File: config.mk
export PLATFORM = sky130hd
export DESIGN_NAME = wwge_ctrl
export DESIGN_NICKNAME = d
export VERILOG_FILES = /design/src/design/wwge_pkg.sv /design/src/design/wwge_ctrl.sv
export SDC_FILE = /design/constraint.sdc
export NUM_CORES = 1
export LEC_CHECK = 0
export BUFFER_PORTS_ARGS = -buffer_cell sky130_fd_sc_hd__buf_2
export CAP_MARGIN = 5
export CORE_AREA = 2 2 39 41
export CTS_CLUSTER_DIAMETER = 80
export CTS_CLUSTER_SIZE = 12
export DETAILED_ROUTE_END_ITERATION = 10
export DIE_AREA = 0 0 41 43
export GPL_ROUTABILITY_DRIVEN = 0
export HOLD_SLACK_MARGIN = 0.06
export PLACE_DENSITY = 0.59
export SYNTH_ARGS = -nofsm -noshare
export SYNTH_HDL_FRONTEND = slang
export SYNTH_SLANG_ARGS = --single-unit
File: constraint.sdc
create_clock -name clk -period 1.7 [get_ports clk]
set_clock_uncertainty 0.05 [all_clocks]
set_input_delay 0.085 -clock clk [delete_from_list [all_inputs] [get_ports clk]]
set_output_delay 0.085 -clock clk [all_outputs]
set_load 0.02 [all_outputs]
File: src/design/wwge_pkg.sv
// shared types, codes and constants of the wireworld grid engine
// used by the top, controller and datapath of the block; no dependencies

package wwge_pkg;

    localparam int MAX_COLS_DEF = 64;
    localparam int MAX_ROWS_DEF = 64;

    // grid size registers
    localparam int DIM_W = 7;
    localparam logic [DIM_W-1:0] DIM_RESET = DIM_W'(64);

    localparam int CFG_IDX_W  = 2;
    localparam int CFG_DATA_W = 7;

    localparam logic [CFG_IDX_W-1:0] REG_GRID_WIDTH  = 2'd0;
    localparam logic [CFG_IDX_W-1:0] REG_GRID_HEIGHT = 2'd1;
    localparam logic [CFG_IDX_W-1:0] REG_EDGE_WRAP   = 2'd2;

    localparam logic [1:0] OP_WRITE = 2'd0;
    localparam logic [1:0] OP_READ  = 2'd1;
    localparam logic [1:0] OP_STEP  = 2'd2;

    localparam logic [1:0] ST_EMPTY = 2'd0;
    localparam logic [1:0] ST_HEAD  = 2'd1;
    localparam logic [1:0] ST_TAIL  = 2'd2;
    localparam logic [1:0] ST_COND  = 2'd3;

    localparam logic [15:0] LVL_FULL = 16'hFFFF;
    localparam logic [15:0] LVL_TAIL = 16'((32'(LVL_FULL) * 3) / 4);
    localparam logic [15:0] LVL_COND = 16'(32'(LVL_FULL) / 4);

    typedef struct packed {
        logic [1:0] op;
        logic [5:0] col;
        logic [5:0] row;
        logic [1:0] new_state;
    } req_t;

    typedef struct packed {
        logic [1:0]  cell_state;
        logic [15:0] level;
        logic        in_range;
        logic        live_electrons;
    } rsp_t;

    // controller to datapath
    typedef struct packed {
        logic load_item;
        logic do_write;
        logic do_read;
        logic rd_capture;
        logic gen_start;
        logic gen_issue;
        logic copy_issue;
        logic live_commit;
        logic clr_issue;
        logic out_load;
    } cmd_t;

    // datapath to controller
    typedef struct packed {
        logic [1:0] op;
        logic       grid_empty;
        logic       gen_last;
        logic       copy_last;
        logic       clr_last;
        logic       out_free;
    } sts_t;

    function automatic logic [15:0] level_of(input logic [1:0] s);
        logic [15:0] lv;
        case (s)
            ST_HEAD: lv = LVL_FULL;
            ST_TAIL: lv = LVL_TAIL;
            ST_COND: lv = LVL_COND;
            default: lv = 16'd0;
        endcase
        return lv;
    endfunction

endpackage

File: src/design/wwge_ctrl.sv
// sequencing state machine of the wireworld grid engine
// depends on wwge_pkg for the command and status structs and op codes

module wwge_ctrl (
    input  logic          clk,
    input  logic          rst_n,
    input  logic          req_valid,
    output logic          req_stall,
    output wwge_pkg::cmd_t cmd,
    input  wwge_pkg::sts_t sts
);

    localparam logic [3:0] S_CLEAR  = 4'd0;
    localparam logic [3:0] S_IDLE   = 4'd1;
    localparam logic [3:0] S_EXEC   = 4'd2;
    localparam logic [3:0] S_RDWAIT = 4'd3;
    localparam logic [3:0] S_GEN    = 4'd4;
    localparam logic [3:0] S_GDRAIN = 4'd5;
    localparam logic [3:0] S_COPY   = 4'd6;
    localparam logic [3:0] S_COMMIT = 4'd7;
    localparam logic [3:0] S_FIN    = 4'd8;

    logic [3:0] state_reg;
    logic [3:0] state_next;

    always_ff @(posedge clk or negedge rst_n)
    begin
        if (!rst_n)
        begin
            state_reg <= S_CLEAR;
        end
        else
        begin
            state_reg <= state_next;
        end
    end

    always_comb
    begin
        cmd        = '0;
        state_next = state_reg;
        req_stall  = (state_reg != S_IDLE);
        case (state_reg)
            S_CLEAR:
            begin
                cmd.clr_issue = 1'b1;
                if (sts.clr_last)
                begin
                    state_next = S_IDLE;
                end
            end
            S_IDLE:
            begin
                if (req_valid)
                begin
                    cmd.load_item = 1'b1;
                    state_next    = S_EXEC;
                end
            end
            S_EXEC:
            begin
                case (sts.op)
                    wwge_pkg::OP_WRITE:
                    begin
                        cmd.do_write = 1'b1;
                        state_next   = S_FIN;
                    end
                    wwge_pkg::OP_READ:
                    begin
                        cmd.do_read = 1'b1;
                        state_next  = S_RDWAIT;
                    end
                    wwge_pkg::OP_STEP:
                    begin
                        cmd.gen_start = 1'b1;
                        // empty grid: nothing to scan, live flag just clears
                        state_next    = sts.grid_empty ? S_COMMIT : S_GEN;
                    end
                    default:
                    begin
                        state_next = S_FIN;
                    end
                endcase
            end
            S_RDWAIT:
            begin
                cmd.rd_capture = 1'b1;
                state_next     = S_FIN;
            end
            S_GEN:
            begin
                cmd.gen_issue = 1'b1;
                if (sts.gen_last)
                begin
                    state_next = S_GDRAIN;
                end
            end
            S_GDRAIN:
            begin
                state_next = S_COPY;
            end
            S_COPY:
            begin
                cmd.copy_issue = 1'b1;
                if (sts.copy_last)
                begin
                    state_next = S_COMMIT;
                end
            end
            S_COMMIT:
            begin
                cmd.live_commit = 1'b1;
                state_next      = S_FIN;
            end
            S_FIN:
            begin
                if (sts.out_free)
                begin
                    cmd.out_load = 1'b1;
                    state_next   = S_IDLE;
                end
            end
            default:
            begin
                state_next = S_IDLE;
            end
        endcase
    end

endmodule

==> results_dict.tcl, run 1 <==
set metrics [dict create \
    antenna_violating_nets_post_route 0 \
    ys_seq_elements 4 \
    cts_buffers 3 \
    maxSlewHeadroom_pct 82.5 \
    end_kind "flop" \
    die_height_microns 43 \
    placedInstanceArea_sq_um 581 \
    synth_simple_gate_area_share_pct 37.9 \
    synth_enable_flop_cells 0 \
    area_growth_pct 50.0 \
    place.port_buffers 20 \
    share_of_the_synthesized_area_in_compound_gates_ao_oa_aoi_oai_pct 9.41 \
    hold-worst-slack_ns 0.0812 \
    synth_most_common_cell "nand2_1" \
    asyncSetResetFlopFracSynth_pct 100 \
    main_combinational_cell_family_by_area_after_synthesis "simple AND/OR/NAND/NOR gates" \
    largest_register_ffs 4 \
    detail_route.drc_violations 0 \
    postLayoutSetupSlackWorst_ns 0.0514 \
    hp-class "primary input to flop" \
    synth-main-ff-cell "dfrtp_1" \
    power_per_standard_cell_area_mw_per_mm2 1630 \
    finalSetupTns_ns 0 \
    fmaxAchievable_ghz 0.607 \
    finalCritPeriodShare_pct 97.0 \
    filler_cell_count 138 \
    synthTopCellsByArea "dfrtp_1, ha_1, and2_1" \
    post-layout-total-power_uw 1040 \
    start_util_pct 30.7 \
    buffer_depth_of_the_longest_clock_path 2 \
    cts-root-buf "clkbuf_4" \
    dr_total_vias 455 \
    ir_worst_vdd_v 0.000528 \
    yosys_warnings 0 \
    detail_route.first_pass.iterations 2 \
    synthMuxAreaShare_pct 10.9 \
    timing.critical_path.cells "mux2_1, or3_1, nand3_2, mux2_4" \
    cts.clk_slew.worst_paths_ns 0.04 \
    worstSetupPathType "flop to flop" \
    total_routed_wirelength_mm 1.04 \
    worst_path_largest_cell_delay_ns 0.43 \
    grt_overflow_total 0 \
    worstSkewPairLatency_ns 0.23 \
    stdcell_area_sq_um 638 \
    post_drt_wl_per_cell_microns 10.8 \
    synth_top_cells_by_count "nand2_1, a21oi_1, and2_1, dfrtp_1, inv_1" \
    grtUsageTotal_pct 13.8 \
    timing.final.hold_violations 0 \
    crit_slowest_cell "dfrtp_1" \
    power_leakage_uw 0.000346 \
    design.final.nets 95 \
    clock_sinks 4 \
    worst_pin_slew_ns 0.263 \
    synth-adder-area-share_pct 8.82 \
    layout_min_cycle_time_ns 1.65 \
    synth_cell_types 27 \
    drt_first_iter_violations 4 \
    placement_rows 14 \
    register_area_sq_um 100 \
    final_layout_size_suffix_gt1_share_pct 46.3 \
    critical_path.startpoint_type "flop" \
    data_required_time_at_the_worst_endpoint_ns 1.76 \
    ioPinCount 21 \
    worst_ep_arrival_time_ns 1.71 \
    synthXorXnorAreaFrac_pct 0 \
    detailedPlacementHpwl_microns 822 \
    clock_tree.htree_level_count 1 \
    n_antenna_cell 0 \
    post-synth-top-area-cell "dfrtp_1" \
    core_sq_mm 0.00138 \
    final-setup-viol-count 0 \
    setup_bufs_post_cts 0 \
    floorplan.die.width_microns 41 \
    grt_first_pass_wirelength_mm 1.74 \
    synth.cell_area_sq_um 425 \
    antenna_violations_before_repair 0 \
    place_ws_ns 0.0753 \
    crit_fanout 5 \
    multiInputGateArea_sq_um 310 \
    fp.dieArea_sq_mm 0.00176 \
    slew_violations 0 \
    avgViaCountPerCell 4.74 \
    post-synth-top-area-fraction_pct 23.5 \
    run_status "finished, final reports clean" \
    cap_violations 0 \
    tritoncts "done" \
    netlist_instances 52 \
    grt_pass1_vias 436 \
    synth_seq_area_share_pct 23.5 \
    synthesis.area_per_instance_sq_um 8.18 \
    pin_count_of_the_biggest_net_entering_global_routing 9 \
    post_syn_nets 65 \
]
==> critical path, delay by kind of cell, from the launching register on <==
family,cells,cell delay (ns)
DFF,1,0.43
and+or+nand+nor,2,0.43
muxes,2,0.63
==> timing repair <==
item | CTS | global route
setup endpoints to repair | 0 | 4
resized for setup | 0 | 4
endpoints found under the hold margin | 4 | 0
hold buffers | 1 | 0
==> power breakdown <==
part	leakage (uW)	switching [uW]	internal [uW]
Combinational	0.000281	363	343
Sequential	0.0000512	78.9	140
Clock	0.0000138	38.7	79.0
==> path summary, 6_finish.rpt <==
kind                              start      endpoint  slack [ns]  cells past startpoint
setup / recovery           state_reg[1]  state_reg[0]        0.05                      4
hold / removal                   sts[2]  state_reg[1]        0.08                      3
setup reg to reg           state_reg[1]  state_reg[0]        0.05                      4
hold reg to reg            state_reg[3]  state_reg[2]        0.56                      1
max in group asynchronous         rst_n  state_reg[3]        1.33                      2
min in group asynchronous         rst_n  state_reg[1]        0.14                      2
==> cell usage in the layout, fill, tap and decap left out, types with 2 or more instances in the layout <==
cell | netlist | final
nor2_1 | 2 | 2
clkbuf_4 | 0 | 3
nor3_1 | 3 | 2
buf_2 | 2 | 20
ha_1 | 3 | 3
or3_1 | 2 | 2
nand2b_1 | 2 | 2
and2_1 | 4 | 4
inv_1 | 4 | 4
a21oi_1 | 4 | 4
dfrtp_1 | 4 | 4
mux2i_1 | 2 | 2
nand2_1 | 5 | 5
buf_4 | 0 | 8
==> final cells by class <==
class / instances / area share, %
clock buffers: 3 / 3.53
multi-input cells: 40 / 48.6
repair buffers: 29 / 26.7
inverters: 4 / 2.35
flip-flops and latches: 4 / 15.7
well taps: 16 / 3.14
==> stage by stage <==
stage	instances	utilization, %
after detailed placement	92	42.0
after global placement	92	42.0
after floorplan	52	-
after global routing	96	46.1
final	96	46.1
after CTS	96	44.3
==> metal layers <==
layer | up-vias | wire length, microns | global-route usage (%)
met5 | - | 0 | 0
met4 | 0 | 0 | 2.00
met3 | 0 | 26 | 4.71
met2 | 4 | 559 | 23.1
met1 | 216 | 452 | 16.7
li1 | 235 | - | -
==> cells by family (layout without fill, tap and decap cells) <==
logic type               count (synthesis)  after routing
flip-flops                               4              4
AO/OA/AOI/OAI                            7              7
adder cells (fa/ha/maj)                  3              3
buffers and inverters                    8             36
AND/OR/NAND/NOR                         26             26
multiplexers                             4              4
Note: power is estimated with default switching activity, not from simulation.
==> run 2: changes to the inputs <==
--- a/config.mk
+++ b/config.mk
@@ -13,6 +13,7 @@
 export DETAILED_ROUTE_END_ITERATION = 10
 export DIE_AREA = 0 0 41 43
 export GPL_ROUTABILITY_DRIVEN = 0
+export GPL_TIMING_DRIVEN = 0
 export HOLD_SLACK_MARGIN = 0.06
 export PLACE_DENSITY = 0.59
 export SYNTH_ARGS = -nofsm -noshare
==> results_dict.tcl, run 2 (synthesized netlist as in run 1, its figures left out) <==
set metrics [dict create \
    fp.dieArea_sq_mm 0.00176 \
    detail_route.first_pass.iterations 4 \
    timing.final.hold_violations 0 \
    clock_tree.htree_level_count 1 \
    final_layout_size_suffix_gt1_share_pct 42.1 \
    crit_fanout 9 \
    worstSkewPairLatency_ns 0.23 \
    power_leakage_uw 0.000322 \
    drt_first_iter_violations 8 \
    critical_path.startpoint_type "flop" \
    final-setup-viol-count 0 \
    largest_register_ffs 4 \
    n_antenna_cell 0 \
    rsz0062_at_grt "yes" \
    layout.cells.most_common_list "buf_2, nand2_1" \
    cts.clk_slew.worst_paths_ns 0.04 \
    design.final.nets 91 \
    pin_count_of_the_biggest_net_entering_global_routing 11 \
    register_area_sq_um 100 \
    maxSlewHeadroom_pct 79.9 \
    cap_violations 0 \
    grtUsageTotal_pct 12.1 \
    grt_first_pass_wirelength_mm 1.52 \
    layout.cells.most_common "buf_2" \
    filler_cell_count 149 \
    final_util_pct 42.7 \
    power_per_standard_cell_area_mw_per_mm2 1580 \
    cts_buffers 3 \
    buffer_depth_of_the_longest_clock_path 2 \
    multiInputGateArea_sq_um 297 \
    core_sq_mm 0.00138 \
    layout_min_cycle_time_ns 1.67 \
    placedInstanceArea_sq_um 546 \
    dr_total_vias 433 \
    finalSetupTns_ns 0 \
    data_required_time_at_the_worst_endpoint_ns 1.76 \
    placement_rows 14 \
    avgViaCountPerCell 4.71 \
    antenna_violations_before_repair 0 \
    fmaxAchievable_ghz 0.600 \
    slew_violations 0 \
    detail_route.drc_violations 0 \
    worst_pin_slew_ns 0.300 \
    clock_sinks 4 \
    floorplan.die.width_microns 41 \
    worstSetupPathType "flop to flop" \
    area_growth_pct 38.8 \
    start_util_pct 30.7 \
    stdcell_area_sq_um 591 \
    antenna_violating_nets_post_route 0 \
    total_routed_wirelength_microns 973 \
    ir_worst_vdd_v 0.000498 \
    grt_overflow_total 0 \
    end_kind "flop" \
    run_status "finished, final reports clean" \
    post-layout-total-power_uw 932 \
    die_height_microns 43 \
    hp-class "primary input to flop" \
    tritoncts "done" \
    finalCritPeriodShare_pct 98.0 \
    place.port_buffers 20 \
    grt_pass1_vias 381 \
    detailedPlacementHpwl_microns 763 \
    cts-root-buf "clkbuf_4" \
    worst_ep_arrival_time_ns 1.73 \
    ioPinCount 21 \
    hold-worst-slack_ns 0.0836 \
    post_drt_wl_per_cell_microns 10.6 \
]
==> run 2: stage by stage <==
| stage | instances | setup WS, ns |
|---|---|---|
| global route | 92 | -0.0430 |
| floorplan | 52 | 0.105 |
| finish | 92 | 0.0334 |
| CTS | 92 | 0.00536 |
| detailed placement | 88 | 0.0352 |
| global placement | 88 | 0.0423 |
==> run 2: critical path: stages (launching register included) <==
cell and delay (ns):
dfrtp_1 0.35, buf_2 0.17, nand2b_1 0.21, or3_1 0.37, nand3_2 0.10, mux2_4 0.29
==> run 2: layout make-up <==
class,instances,share of cell area (%)
flip-flops and latches,4,16.9
plain buffers,4,4.45
repair buffers,21,18.6
inverters,4,2.54
well taps,16,3.39
clock buffers,3,3.81
multi-input cells,40,50.2
==> run 2: what timing repair did <==
item                                    4_1_cts  5_1_grt
hold endpoints to repair                      4        0
buffers inserted                              0        0
endpoints found under the setup margin        0        5
hold buffers                                  1        0
gates resized for setup                       0        4
==> run 2: final timing paths <==
kind | endpoint | slack [ns] | from | cells past startpoint
worst min-delay path | state_reg[1] | 0.08 | sts[2] | 3
worst max-delay path | state_reg[0] | 0.03 | state_reg[3] | 5
min in group asynchronous | state_reg[3] | 0.14 | rst_n | 2
max in group asynchronous | state_reg[0] | 1.34 | rst_n | 2
worst min register to register | state_reg[2] | 0.56 | state_reg[3] | 2
worst max register to register | state_reg[0] | 0.03 | state_reg[3] | 5
==> run 2: report_power, final <==
part	total [uW]	leakage (uW)	internal [uW]	switching (uW)
Sequential	190	0.0000512	140	49.6
Combinational	628	0.000257	270	358
Clock	114	0.0000138	78.7	35.2
==> run 2: per-layer routing <==
metal / track usage, % / part of all wire, % / vias to the layer above
met5: 0 / 0 / -
met4: 6.00 / 0 / 0
met3: 1.57 / 2.7 / 0
met2: 19.7 / 54 / 6
met1: 14.7 / 43 / 198
li1: - / - / 229
